===== config.mk =====
export PLATFORM = sky130hd
export DESIGN_NAME = button_click_classifier
export DESIGN_NICKNAME = d
export VERILOG_FILES = /design/src/hdl/bcc_pkg.sv /design/src/hdl/bcc_cfg.sv /design/src/hdl/bcc_core.sv /design/src/hdl/button_click_classifier.sv
export SDC_FILE = /design/constraint.sdc
export NUM_CORES = 1
export LEC_CHECK = 0
export BUFFER_PORTS_ARGS = -buffer_cell sky130_fd_sc_hd__buf_2
export CORE_UTILIZATION = 60
export DETAILED_ROUTE_END_ITERATION = 8
export PLACE_DENSITY = 0.77
export SYNTH_ARGS = -nofsm -noshare
export SYNTH_HDL_FRONTEND = slang
export SYNTH_HIERARCHICAL = 1
export SYNTH_SLANG_ARGS = --single-unit

===== constraint.sdc =====
create_clock -name clk -period 21.3 [get_ports clk]
set_input_delay 3.195 -clock clk [delete_from_list [all_inputs] [get_ports clk]]
set_output_delay 3.195 -clock clk [all_outputs]
set_load 0.01 [all_outputs]

===== src/hdl/bcc_pkg.sv =====
// Shared types and constants for the button click classifier.
// Event codes, register indexes, reset values and the threshold bundle.
// No dependencies.
package bcc_pkg;

	localparam int unsigned TimeW  = 32;
	localparam int unsigned ThrW   = 16;
	localparam int unsigned EventW = 2;
	localparam int unsigned IdxW   = 2;

	// event codes
	localparam logic [EventW-1:0] EV_IDLE   = 2'd0;
	localparam logic [EventW-1:0] EV_SHORT  = 2'd1;
	localparam logic [EventW-1:0] EV_DOUBLE = 2'd2;
	localparam logic [EventW-1:0] EV_LONG   = 2'd3;

	// register indexes
	localparam logic [IdxW-1:0] REG_SHORT    = 2'd0;
	localparam logic [IdxW-1:0] REG_DOUBLE   = 2'd1;
	localparam logic [IdxW-1:0] REG_LONG     = 2'd2;
	localparam logic [IdxW-1:0] REG_DEBOUNCE = 2'd3;

	// reset values
	localparam logic [ThrW-1:0] SHORT_RST    = 16'd300;
	localparam logic [ThrW-1:0] DOUBLE_RST   = 16'd400;
	localparam logic [ThrW-1:0] LONG_RST     = 16'd1000;
	localparam logic [ThrW-1:0] DEBOUNCE_RST = 16'd50;

	typedef struct packed {
		logic [ThrW-1:0] short_click_ms;
		logic [ThrW-1:0] double_click_ms;
		logic [ThrW-1:0] long_click_ms;
		logic [ThrW-1:0] debounce_ms;
	} cfg_t;

endpackage


===== src/hdl/bcc_cfg.sv =====
// Threshold register file of the button click classifier.
// Depends on bcc_pkg.
module bcc_cfg (
	input  logic                    clk,
	input  logic                    arst_n,
	input  logic                    cfg_wr_en,
	input  logic [bcc_pkg::IdxW-1:0] cfg_index,
	input  logic [bcc_pkg::ThrW-1:0] cfg_data,
	output bcc_pkg::cfg_t           cfg
);
	import bcc_pkg::*;

	cfg_t cfg_q;

	always_ff @(posedge clk or negedge arst_n) begin
		if (!arst_n) begin
			cfg_q.short_click_ms  <= SHORT_RST;
			cfg_q.double_click_ms <= DOUBLE_RST;
			cfg_q.long_click_ms   <= LONG_RST;
			cfg_q.debounce_ms     <= DEBOUNCE_RST;
		end else if (cfg_wr_en) begin
			case (cfg_index)
				REG_SHORT:    cfg_q.short_click_ms  <= cfg_data;
				REG_DOUBLE:   cfg_q.double_click_ms <= cfg_data;
				REG_LONG:     cfg_q.long_click_ms   <= cfg_data;
				REG_DEBOUNCE: cfg_q.debounce_ms     <= cfg_data;
				default: ;
			endcase
		end
	end

	assign cfg = cfg_q;

endmodule


===== src/hdl/bcc_core.sv =====
// Debounce and click classification state with its update logic.
// Produces one event code per sample; state advances on fire.
// Depends on bcc_pkg.
module bcc_core (
	input  logic                      clk,
	input  logic                      arst_n,
	input  logic                      fire,
	input  logic                      level,
	input  logic [bcc_pkg::TimeW-1:0] now,
	input  bcc_pkg::cfg_t             cfg,
	output logic [bcc_pkg::EventW-1:0] ev
);
	import bcc_pkg::*;

	logic             is_pressed_q;
	logic [TimeW-1:0] press_time_q;
	logic [TimeW-1:0] release_time_q;
	logic [TimeW-1:0] click_time_q;
	logic [TimeW-1:0] double_time_q;
	logic             pend_click_q;
	logic             pend_double_q;
	logic             pend_long_q;

	logic [TimeW-1:0] since_press;
	logic [TimeW-1:0] since_release;
	logic [TimeW-1:0] since_click;
	logic [TimeW-1:0] since_double;
	logic [ThrW:0]    dbl_gap;
	logic             press_ok;
	logic             rel_ok;
	logic             is_short;
	logic             is_long;
	logic             dbl_ok;
	logic             pc_set;
	logic             pd_set;
	logic             pl_set;
	logic [TimeW-1:0] rel_time_nx;
	logic [TimeW-1:0] since_rel_nx;
	logic             pc_nx;
	logic             pd_nx;
	logic             pl_nx;

	always_comb begin
		since_press   = now - press_time_q;
		since_release = now - release_time_q;
		since_click   = now - click_time_q;
		since_double  = now - double_time_q;
		dbl_gap       = {1'b0, cfg.short_click_ms} + {1'b0, cfg.double_click_ms};

		press_ok = level && !is_pressed_q
			&& (since_press > {{(TimeW-ThrW){1'b0}}, cfg.debounce_ms});
		rel_ok   = !level && is_pressed_q
			&& (since_release > {{(TimeW-ThrW){1'b0}}, cfg.debounce_ms});

		// press length equals since_press once the release time is now
		is_short = since_press < {{(TimeW-ThrW){1'b0}}, cfg.short_click_ms};
		is_long  = since_press > {{(TimeW-ThrW){1'b0}}, cfg.long_click_ms};
		dbl_ok   = (since_click < {{(TimeW-ThrW){1'b0}}, cfg.double_click_ms})
			&& (since_double > {{(TimeW-ThrW-1){1'b0}}, dbl_gap});

		pc_set = rel_ok && is_short;
		pd_set = pc_set && dbl_ok;
		pl_set = rel_ok && !is_short && is_long;

		rel_time_nx  = rel_ok ? now : release_time_q;
		since_rel_nx = now - rel_time_nx;

		pc_nx = pend_click_q || pc_set;
		pd_nx = pend_double_q || pd_set;
		pl_nx = pend_long_q || pl_set;

		// double wins, then short once the double window has closed, then long
		if (pc_nx && pd_nx) begin
			ev    = EV_DOUBLE;
			pc_nx = 1'b0;
			pd_nx = 1'b0;
		end else if (pc_nx
				&& (since_rel_nx > {{(TimeW-ThrW){1'b0}}, cfg.double_click_ms})) begin
			ev    = EV_SHORT;
			pc_nx = 1'b0;
		end else if (pl_nx) begin
			ev    = EV_LONG;
			pl_nx = 1'b0;
		end else begin
			ev = EV_IDLE;
		end
	end

	always_ff @(posedge clk or negedge arst_n) begin
		if (!arst_n) begin
			is_pressed_q   <= 1'b0;
			press_time_q   <= '0;
			release_time_q <= '0;
			click_time_q   <= '0;
			double_time_q  <= '0;
			pend_click_q   <= 1'b0;
			pend_double_q  <= 1'b0;
			pend_long_q    <= 1'b0;
		end else if (fire) begin
			if (press_ok) begin
				is_pressed_q <= 1'b1;
				press_time_q <= now;
			end
			if (rel_ok) begin
				is_pressed_q <= 1'b0;
			end
			release_time_q <= rel_time_nx;
			if (pc_set) begin
				click_time_q <= now;
			end
			if (pd_set) begin
				double_time_q <= now;
			end
			pend_click_q  <= pc_nx;
			pend_double_q <= pd_nx;
			pend_long_q   <= pl_nx;
		end
	end

endmodule


===== src/hdl/button_click_classifier.sv =====
// Top level of the button click classifier: sample register, classifier
// state and result register. Depends on bcc_pkg, bcc_cfg and bcc_core.
//
//   channel | signals                          | direction
//   --------+----------------------------------+----------
//   in      | in_valid, in_stall, button_level, now_ms | sample in
//   out     | out_valid, out_stall, event_code | event out
//   cfg     | cfg_wr_en, cfg_index, cfg_data   | threshold write
//
// One sample per cycle while the output is not stalled; a sample passes
// through the sample register, then the result register, to a valid result.
// Classifier state advances when a sample moves from the sample register
// into the result register, so each sample sees the state its predecessor left.
// A stalled result holds; a full sample register then holds too and in_stall rises.
// Reset clears valids, state and thresholds to their default values.
module button_click_classifier (
	input  logic                       clk,
	input  logic                       arst_n,
	input  logic                       in_valid,
	output logic                       in_stall,
	input  logic                       button_level,
	input  logic [bcc_pkg::TimeW-1:0]  now_ms,
	output logic                       out_valid,
	input  logic                       out_stall,
	output logic [bcc_pkg::EventW-1:0] event_code,
	input  logic                       cfg_wr_en,
	input  logic [bcc_pkg::IdxW-1:0]   cfg_index,
	input  logic [bcc_pkg::ThrW-1:0]   cfg_data
);
	import bcc_pkg::*;

	cfg_t              cfg;
	logic              valid_s1;
	logic              level_s1;
	logic [TimeW-1:0]  now_s1;
	logic              out_valid_q;
	logic [EventW-1:0] event_q;
	logic [EventW-1:0] ev;
	logic              out_free;
	logic              fire;
	logic              s1_free;

	assign out_free = !out_valid_q || !out_stall;
	assign fire     = valid_s1 && out_free;
	assign s1_free  = !valid_s1 || out_free;
	assign in_stall = !s1_free;

	bcc_cfg u_cfg (
		.clk       (clk),
		.arst_n    (arst_n),
		.cfg_wr_en (cfg_wr_en),
		.cfg_index (cfg_index),
		.cfg_data  (cfg_data),
		.cfg       (cfg)
	);

	bcc_core u_core (
		.clk    (clk),
		.arst_n (arst_n),
		.fire   (fire),
		.level  (level_s1),
		.now    (now_s1),
		.cfg    (cfg),
		.ev     (ev)
	);

	always_ff @(posedge clk or negedge arst_n) begin
		if (!arst_n) begin
			valid_s1 <= 1'b0;
		end else if (s1_free) begin
			valid_s1 <= in_valid;
		end
	end

	always_ff @(posedge clk) begin
		if (s1_free && in_valid) begin
			level_s1 <= button_level;
			now_s1   <= now_ms;
		end
	end

	always_ff @(posedge clk or negedge arst_n) begin
		if (!arst_n) begin
			out_valid_q <= 1'b0;
		end else if (out_free) begin
			out_valid_q <= valid_s1;
		end
	end

	// load the result only on a transfer out of the sample register
	always_ff @(posedge clk) begin
		if (fire) begin
			event_q <= ev;
		end
	end

	assign out_valid  = out_valid_q;
	assign event_code = event_q;

endmodule


Word level (Yosys, flattened, before mapping)
Cells that the tools add are included.
W data, S select, Z words.
{"block": "op_classes", "order_cmp": 7, "n_div": 0, "n_reduce_logical": 35, "addsub": 6, "eq_ne": 3, "shift": 0, "multipliers": 0, "muxes": 10, "bitwise": 0}
{"operator": "$sub A32 B32 Y32", "count": 5}
{"operator": "$gt A32 B16 Y1", "count": 4}
{"operator": "$lt A32 B16 Y1", "count": 2}
{"operator": "$gt A32 B17 Y1", "count": 1}
{"operator": "$mux W32", "count": 1}
{"operator": "$add A16 B16 Y17", "count": 1}
{"operator": "$reduce_and A2 Y1", "count": 8}
{"operator": "$logic_and A1 B1 Y1", "count": 13}
{"operator": "$logic_not A1 Y1", "count": 7}
{"operator": "$mux W1", "count": 7}
{"operator": "$logic_or A1 B1 Y1", "count": 5}
{"operator": "$eq A2 B2 Y1 const B", "count": 2}
{"operator": "$mux W2", "count": 2}
{"operator": "$eq A2 B1 Y1 const B", "count": 1}
{"operator": "$logic_not A2 Y1", "count": 1}
{"operator": "$reduce_bool A2 Y1", "count": 1}
{"block": "totals", "n_memories": 0, "ram_bits": 0, "ff_bits": 233, "romBits": 0, "in_bits": 56, "latchBits": 0, "wordCells": 78}

Logic depth before layout (Yosys ltp)
Gate-level depths: netlist of run 1.
{"block": "depth", "word_depth": 9, "depth_mapped": 50, "ltp_nobuf": 48}

Modules after synthesis
The synthesis of run 1 kept the hierarchy.
{"mod": "bcc_core", "area_each_um2": 17768.3, "cells_per_inst": 2207, "n_inst": 1, "seq_area_each_um2": 3303.2}
{"mod": "bcc_cfg", "area_each_um2": 2431.1, "cells_per_inst": 136, "n_inst": 1, "seq_area_each_um2": 1621.6}
{"mod": "button_click_classifier", "area_each_um2": 1143.6, "cells_per_inst": 43, "n_inst": 1, "seq_area_each_um2": 1101.1}

Worst setup path before layout of run 1
Ideal clock, no wire load.
{"block": "synth_timing", "path_kind": "reg-to-reg", "from": "register now_s1[6]", "to": "register u_core.pend_long_q", "stages_incl_launch_ff": 50, "path_buffers": 2, "slack_ps": 11465, "required_time_ps": 21179, "arrival_ps": 9714, "setup_ps": 121, "period_less_slack_ps": 9835, "path_cell_list": "edfxtp_1 > ha_1 > a21o_1 > nand2b_1 > o21ai_1 > nand2_1 > a31oi_1 > o21bai_1 > a21oi_1 > xnor2_1 > ha_1 > and4_1 > nand3_1 > or3_1 > o21ai_0 > o2111a_1 > nand4bb_4 > or3_1 > [14 not listed] > maj3_1 > and3_1 > o21ai_0 > o21ai_0 > nor2_1 > xnor2_1 > ha_1 > nand4_1 > nor2_1 > o21ai_0 > nand3_1 > a211o_1 > or3_1 > o22ai_1 > o2111ai_1 > or3_1 > or4_1 > a22o_1"}
{"block": "synth_via", "elab_chain_len": 9}
{"item": "from (decl)", "line": "button_click_classifier.sv:35", "source": "logic [TimeW-1:0] now_s1;"}
{"item": "from (signal assigned)", "line": "button_click_classifier.sv:78", "source": "now_s1 <= now_ms;"}
{"item": "$sub A32 B32 Y32", "line": "bcc_core.sv:45", "source": "since_release = now - release_time_q;"}
{"item": "$gt A32 B16 Y1", "line": "bcc_core.sv:53", "source": "&& (since_release > {{(TimeW-ThrW){1'b0}}, cfg.debounce_ms});"}
{"item": "$logic_and A1 B1 Y1", "line": "bcc_core.sv:53"}
{"item": "$mux W32", "line": "bcc_core.sv:65", "source": "rel_time_nx = rel_ok ? now : release_time_q;"}
{"item": "named net u_core.rel_time_nx[0]", "line": "bcc_core.sv:37", "source": "logic [TimeW-1:0] rel_time_nx;"}
{"item": "$sub A32 B32 Y32", "line": "bcc_core.sv:66", "source": "since_rel_nx = now - rel_time_nx;"}
{"item": "$gt A32 B16 Y1", "line": "bcc_core.sv:78", "source": "&& (since_rel_nx > {{(TimeW-ThrW){1'b0}}, cfg.double_click_ms})) begin"}
{"item": "$logic_and A1 B1 Y1", "line": "bcc_core.sv:78"}
{"item": "$mux W1", "line": "bcc_core.sv:77", "source": "end else if (pc_nx"}
{"item": "$mux W1", "line": "bcc_core.sv:73", "source": "if (pc_nx && pd_nx) begin"}
{"item": "to (signal assigned)", "line": "bcc_core.sv:116", "source": "pend_long_q <= pl_nx;"}
{"item": "to (decl)", "line": "bcc_core.sv:22", "source": "logic pend_long_q;"}
The timed path passes the listed nets, and every way through them passes these cells.
A chain may end at the register's enable or synchronous reset.

Worst setup path after layout of run 1
{"block": "layout_timing", "from": "register now_s1[1]", "to": "register u_core.pend_long_q"}
The elaborated chain is that of the path after synthesis.

==> impl_metrics.py, run 1 <==
metrics = {
    "outcome": {
        "outcome": "finished clean",
    },
    "synth": {
        "synthCells": 2386,
        "ys_warn_count": 6,
        "ys.flop_type": "dfrtp_1",
        "synth_edf_count": 35,
        "synth_nets": 2727,
        "yosys-top-cells-area": "dfrtp_1 (21%), ha_1 (16%), mux2_2 (9.5%), edfxtp_1 (4.9%), a21oi_1 (4.7%)",
        "synth_seq_area_share_pct": 28.2,
        "syn_area_per_cell_um2": 8.95,
        "ys_async_sr_fraction_pct": 85.0,
        "yosysMostFrequentCell": "ha_1",
        "synth-seq-cells": 233,
        "synthDistinctLibCells": 92,
        "ys_top_cells_by_count": "ha_1 (279), inv_1 (258), a21oi_1 (202)",
        "synth_top_area_share_pct": 21.3,
        "syn_area_mm2": 0.0213,
        "netlist.top_cell.by_area": "dfrtp_1",
    },
    "critical_path": {
        "arrival_ns": 11.72,
        "crit_path_max_incr_delay_ns": 0.69,
        "start_kind": "flip-flop",
        "crit_top_cell": "o21ai_0",
        "crit_slowest_cell": "edfxtp_1",
        "path_class": "reg -> reg",
        "critPathMaxFanout": 14,
        "reg2reg_to": "u_core/pend_long_q",
        "cp-end-kind": "flip-flop",
        "r2r_start": "now_s1[1]",
        "worst_ep_required_time_ns": 21.77,
        "r2r_slack_ns": 10.05,
        "r2r_cells": 46,
    },
    "cells_and_area": {
        "drive_gt1_share_pct": 14.6,
        "finish.utilization_pct": 66.6,
        "fin_nets": 2778,
        "antennaDiodeCount": 0,
        "multi_input_area_mm2": 0.0141,
        "area_delta_synth_final_pct": 8.52,
        "fillers": 2818,
        "seq_area_mm2": 0.00603,
    },
    "min_path": {
        "hp-start": "u_core/double_time_q[7]",
        "hold_class": "reg -> reg",
        "holdPathEnd": "u_core/double_time_q[7]",
        "min_path_cells": 2,
    },
    "routing": {
        "routed_wl_um": 61900,
        "vias": 18696,
        "viasPerCell": 6.41,
        "drcViolationCount": 0,
        "drt-pass1-iter-count": 5,
        "drt_iter0_drc": 1702,
        "post_drt_wl_per_cell_um": 21.2,
        "ant_nets": 0,
    },
    "timing": {
        "hold_viol": 0,
        "rsz0062_at_grt": "false",
        "worst_slew_pin_slew_ns": 1.15,
        "period_minus_slack_ns": 11.25,
        "setup_violations": 0,
        "drv_slew": 0,
        "setup_slack_ns": 10.05,
        "setup_tns_ns": 0,
        "relSlewSlack_pct": 22.9,
        "fin_worst_skew_ns": 0.0357,
        "clock.fmax_ghz": 0.0889,
        "final.period_utilization_pct": 52.8,
    },
    "place": {
        "detailed_place_hpwl_um": 48300,
        "gp_congestion": 1.02,
        "port_buffers": 59,
        "dp_slack_ns": 10.34,
    },
    "cts": {
        "clock-sinks": 233,
        "cts_tree": "done",
        "clkLatencyLatePin_ns": 0.60,
        "clk_pin_slew_ns": 0.06,
        "post_cts_resize_count": 0,
        "clock_tree.root_cell": "clkbuf_16",
        "post_cts_buffers": 0,
        "cts.path.max_buffers": 3,
        "htreeDepth": 1,
        "cts_buffers": 29,
        "postCtsHoldBufs": 0,
    },
    "die": {
        "start_util_pct": 61.3,
        "die_w_um": 191,
        "fp.coreArea_mm2": 0.0348,
        "row_count": 68,
        "die-area_mm2": 0.0363,
        "fp.dieH_um": 191,
        "ios": 60,
    },
    "global_routing": {
        "antenna_found_initial": 0,
        "grt_overflow": 0,
        "grt_pass1_vias": 17836,
        "grt_pass1_wl_um": 96300,
        "grt_usage_pct": 34.0,
        "grt_max_degree": 120,
    },
    "power": {
        "powerDensity_mw_per_mm2": 137,
        "ir_drop_uv": 88.9,
        "power.static_leakage_nw": 10.7,
    },
    "run": {
        "drv_cap": 0,
    },
}
routing by layer:
metal  wire length, um  GRT usage (%)  part of all wire [%]
met1             26800           47.0                    43
met2             27800           54.1                    45
met3              5300           5.82                   8.6
met4              1960           10.8                   3.2
met5                 0              0                     0
flip-flops by register name (all words and copies together) (netlist names), 2 cells and up:
signal                 flops
now_s1                    32
u_cfg/cfg                 64
event_code                 2
u_core/double_time_q      32
u_core/release_time_q     32
u_core/press_time_q       32
u_core/click_time_q       32
where the power goes:
group          internal (W)  switching (W)
Combinational      0.000828        0.00120
Clock              0.000318       0.000209
Sequential         0.000549      0.0000665
Total               0.00169        0.00148
how the worst max path moves through the flow:
stage	startpoint	to	slack (ns)	depth (start not counted)
2_1_floorplan	now_s1[6]	u_core/pend_long_q	11.46	49
3_3_place_gp	now_s1[1]	u_core/pend_long_q	10.68	45
3_5_place_dp	now_s1[1]	u_core/pend_long_q	10.34	46
4_1_cts	now_s1[1]	u_core/pend_long_q	10.23	46
5_1_grt	now_s1[1]	u_core/pend_long_q	9.39	46
6_report	now_s1[1]	u_core/pend_long_q	10.05	46
metrics by stage:
stage                     instances  area (um2)  power, W  hold WS (ns)
after floorplan                2386       21300   0.00205         0.450
after CTS                      2915       23200   0.00312         0.487
final                          2915       23200   0.00317         0.488
after detailed placement       2861       22100   0.00257         0.474
after global routing           2915       23200   0.00340         0.511
after global placement         2861       22100   0.00251         0.464
layout make-up:
cell class	instances	area share, %
inverter	259	4.20
clock buffer	38	3.68
multi-input combinational	1835	60.9
clock inverter	16	0.740
timing repair buffer	79	1.96
sequential	233	26.0
tap	455	2.46
worst max-delay path, delay by kind of cell, from the launching register on:
kind	cells	cell delay, ns
buffers and inverters	2	0.31
and+or+nand+nor	16	3.86
AOI/OAI and AO/OA	19	3.56
DFF	1	0.69
xor gates and xnor gates	2	0.28
adders and majority gates	7	2.44
cells in the final DEF, fill, tap and decap left out, types with 7 or more instances in the layout:
master / synthesis / final
o31ai_1: 13 / 12
buf_2: 8 / 58
o21ai_0: 110 / 110
mux2i_1: 15 / 15
o2111ai_1: 8 / 8
nand2b_1: 42 / 42
nor2b_1: 42 / 42
a2111oi_0: 10 / 10
a211oi_1: 24 / 23
ha_1: 279 / 279
a21oi_1: 202 / 202
o21ai_1: 7 / 7
nor3_1: 30 / 30
o221ai_1: 7 / 7
edfxtp_1: 35 / 35
xnor2_1: 68 / 68
a21boi_0: 13 / 12
buf_4: 1 / 20
clkinv_2: 0 / 8
a31oi_1: 26 / 26
or4_1: 7 / 7
xor2_1: 30 / 30
inv_1: 258 / 258
dfstp_2: 16 / 16
and2_1: 11 / 11
nand2_1: 120 / 120
nand3_1: 45 / 45
or2_2: 8 / 8
clkbuf_16: 0 / 31
o21bai_1: 37 / 37
nor4_1: 12 / 12
or3_1: 19 / 19
mux2_2: 180 / 180
nor2_1: 137 / 136
nand4_1: 36 / 36
o211ai_1: 29 / 29
a21o_1: 79 / 79
o21a_1: 27 / 27
dfrtp_1: 182 / 182
and3_1: 31 / 31
logic make-up (layout without fill, tap and decap cells):
| group | after synthesis | in the layout | share of synthesized area [%] |
|---|---|---|---|
| XOR/XNOR | 98 | 98 | 4.02 |
| AO/OA/AOI/OAI | 679 | 679 | 20.7 |
| flip-flops | 233 | 233 | 28.2 |
| AND/OR/NAND/NOR | 573 | 573 | 13.9 |
| buffers and inverters | 318 | 392 | 5.74 |
| adder cells (fa/ha/maj) | 290 | 290 | 17.2 |
| multiplexers | 195 | 195 | 10.2 |
(Power assumes the default switching activity.)
==> run 2: changes to the inputs <==
==> constraint.sdc (replaced) <==
create_clock -name clk -period 10.5 [get_ports clk]
set_input_delay 1.575 -clock clk [delete_from_list [all_inputs] [get_ports clk]]
set_output_delay 1.575 -clock clk [all_outputs]
set_load 0.01 [all_outputs]
==> run 2 against run 1 <==
Against the previous run: wire length is 3.3% higher; via count is 1.1% higher; die area stayed put; combinational power is 110% higher; hold slack worse by 0.011 ns; critical path depth is 1 higher; clock skew hardly changed; setup slack worse by 9.7 ns; sequential cell count stayed put; cell area is 1.2% higher; clock power is 100% higher; maximum frequency is 11% higher; largest cell class unchanged.
==> impl_metrics.py, run 2 (synthesis gave the netlist of run 1 again) <==
metrics = {
    "global_routing": {
        "grt_usage_pct": 35.3,
        "met3_usage_pct": 7.58,
        "grt_pass1_vias": 18346,
        "grt_pass1_wl_um": 99300,
        "grt_overflow": 0,
        "antenna_found_initial": 3,
        "busiest_layer": "met2",
        "grt_max_degree": 72,
        "met2_usage_pct": 55.4,
        "use_met1_pct": 47.8,
    },
    "timing": {
        "drv_slew": 0,
        "final.period_utilization_pct": 96.5,
        "worst_slew_pin_slew_ns": 0.956,
        "clock.fmax_ghz": 0.0987,
        "relSlewSlack_pct": 36.3,
        "hold_viol": 0,
        "setup_tns_ns": 0,
        "fin_worst_skew_ns": 0.0356,
        "period_minus_slack_ns": 10.14,
        "setup_violations": 0,
    },
    "cts": {
        "postCtsHoldBufs": 0,
        "cts_tree": "done",
        "cts_buffers": 29,
        "htreeDepth": 1,
        "clock_tree.root_cell": "clkbuf_16",
        "clk_pin_slew_ns": 0.06,
        "clock-sinks": 233,
        "clkLatencyLatePin_ns": 0.60,
        "cts.path.max_buffers": 3,
    },
    "cells_and_area": {
        "drive_gt1_share_pct": 16.0,
        "area_delta_synth_final_pct": 9.79,
        "fin_nets": 2805,
        "fin_cells": 2944,
        "finish.utilization_pct": 67.3,
        "largest_reg_flops": 64,
        "fillers": 2867,
        "final_common_cell": "ha_1",
        "mostFrequentLayoutCells": "ha_1 (278), inv_1 (258), a21oi_1 (198)",
    },
    "place": {
        "detailed_place_hpwl_um": 50100,
        "dp.cells": 2885,
        "port_buffers": 59,
        "gp_congestion": 1.02,
    },
    "routing": {
        "drcViolationCount": 0,
        "post_drt_wl_per_cell_um": 21.7,
        "vias": 18905,
        "drt_iter0_drc": 1367,
        "ant_nets": 0,
        "routed_wl_um": 63900,
        "viasPerCell": 6.42,
        "drt-pass1-iter-count": 5,
    },
    "power": {
        "clock_power_share_pct": 16.4,
        "p_switching_w": 0.00304,
        "power_frac_seq_pct": 19.1,
        "p_comb_share_pct": 64.5,
        "powerDensity_mw_per_mm2": 277,
        "ir_drop_uv": 175,
        "swShare_pct": 46.8,
        "power.static_leakage_nw": 10.8,
        "internal_power_w": 0.00345,
    },
    "critical_path": {
        "critPathMaxFanout": 6,
        "worst_ep_required_time_ns": 10.96,
        "arrival_ns": 10.59,
        "path_class": "reg -> reg",
        "crit_slowest_cell": "or4_1",
        "cp-end-kind": "flip-flop",
        "start_kind": "flip-flop",
        "crit_path_max_incr_delay_ns": 0.53,
    },
    "run": {
        "drv_cap": 0,
    },
    "die": {
        "die-area_mm2": 0.0363,
        "start_util_pct": 61.3,
        "ios": 60,
        "row_count": 68,
        "die_w_um": 191,
        "fp.coreArea_mm2": 0.0348,
        "fp.dieH_um": 191,
    },
    "outcome": {
        "outcome": "finished clean",
    },
    "min_path": {
        "hold_class": "reg -> reg",
    },
}
-- run 2: power groups by stage --
stage	Combinational (W)	Clock (W)	Sequential, W
after floorplan	0.00293	0	0.00122
after global placement	0.00391	0	0.00124
after detailed placement	0.00401	0	0.00125
after CTS	0.00405	0.00108	0.00124
after global routing	0.00457	0.00111	0.00126
final	0.00419	0.00106	0.00124
-- run 2: worst paths after layout --
check / slack, ns / cells after the start / end / startpoint
max: 0.36 / 47 / u_core/pend_long_q / u_core/release_time_q[10]
min: 0.48 / 2 / u_core/click_time_q[7] / u_core/click_time_q[7]
min reg2reg: 0.48 / 2 / u_core/click_time_q[7] / u_core/click_time_q[7]
max reg2reg: 0.36 / 47 / u_core/pend_long_q / u_core/release_time_q[10]
min in group asynchronous: 0.97 / 1 / u_cfg/cfg[29] / arst_n
max in group asynchronous: 8.11 / 2 / u_core/release_time_q[10] / arst_n
-- run 2: what timing repair did --
item	CTS	global route
gates resized for setup	1	23
endpoints found under the hold margin	0	0
setup buffers	0	3
pin swaps	0	5
endpoints found under the setup margin	1	4
-- run 2: critical path, delay by kind of cell, from the launching register on --
| family | cells | cell delay, ns |
|---|---|---|
| flip-flops | 1 | 0.41 |
| adder cells (fa/ha/maj) | 7 | 2.32 |
| XOR/XNOR | 2 | 0.23 |
| AO/OA/AOI/OAI | 19 | 3.26 |
| AND/OR/NAND/NOR | 17 | 3.57 |
| buffers and inverters | 2 | 0.15 |
-- run 2: area by class of cell --
cell class / instances / area [um2] / area share (%)
clock inverter: 16 / 205 / 0.876
clock buffer: 38 / 800 / 3.41
sequential: 233 / 6030 / 25.7
inverter: 259 / 972 / 4.15
tap: 455 / 569 / 2.43
antenna: 2 / 5.00 / 0.0214
multi-input combinational: 1835 / 14200 / 60.6
timing repair buffer: 106 / 661 / 2.82
-- run 2: per-layer routing --
metal,vias up,wire length (um)
met3,128,5650
li1,8879,-
met2,788,28400
met1,9110,27800
met4,0,2090
met5,-,0
-- run 2: stage by stage --
step | cell area, um2 | setup WS, ns | power, W | hold slack [ns]
2_1_floorplan | 21300 | 0.665 | 0.00415 | 0.450
3_3_place_gp | 22300 | 0.374 | 0.00515 | 0.466
3_5_place_dp | 22300 | 0.0942 | 0.00526 | 0.474
4_1_cts | 23300 | 0.0321 | 0.00636 | 0.487
5_1_grt | 23400 | -0.0599 | 0.00694 | 0.499
6_report | 23400 | 0.364 | 0.00649 | 0.477
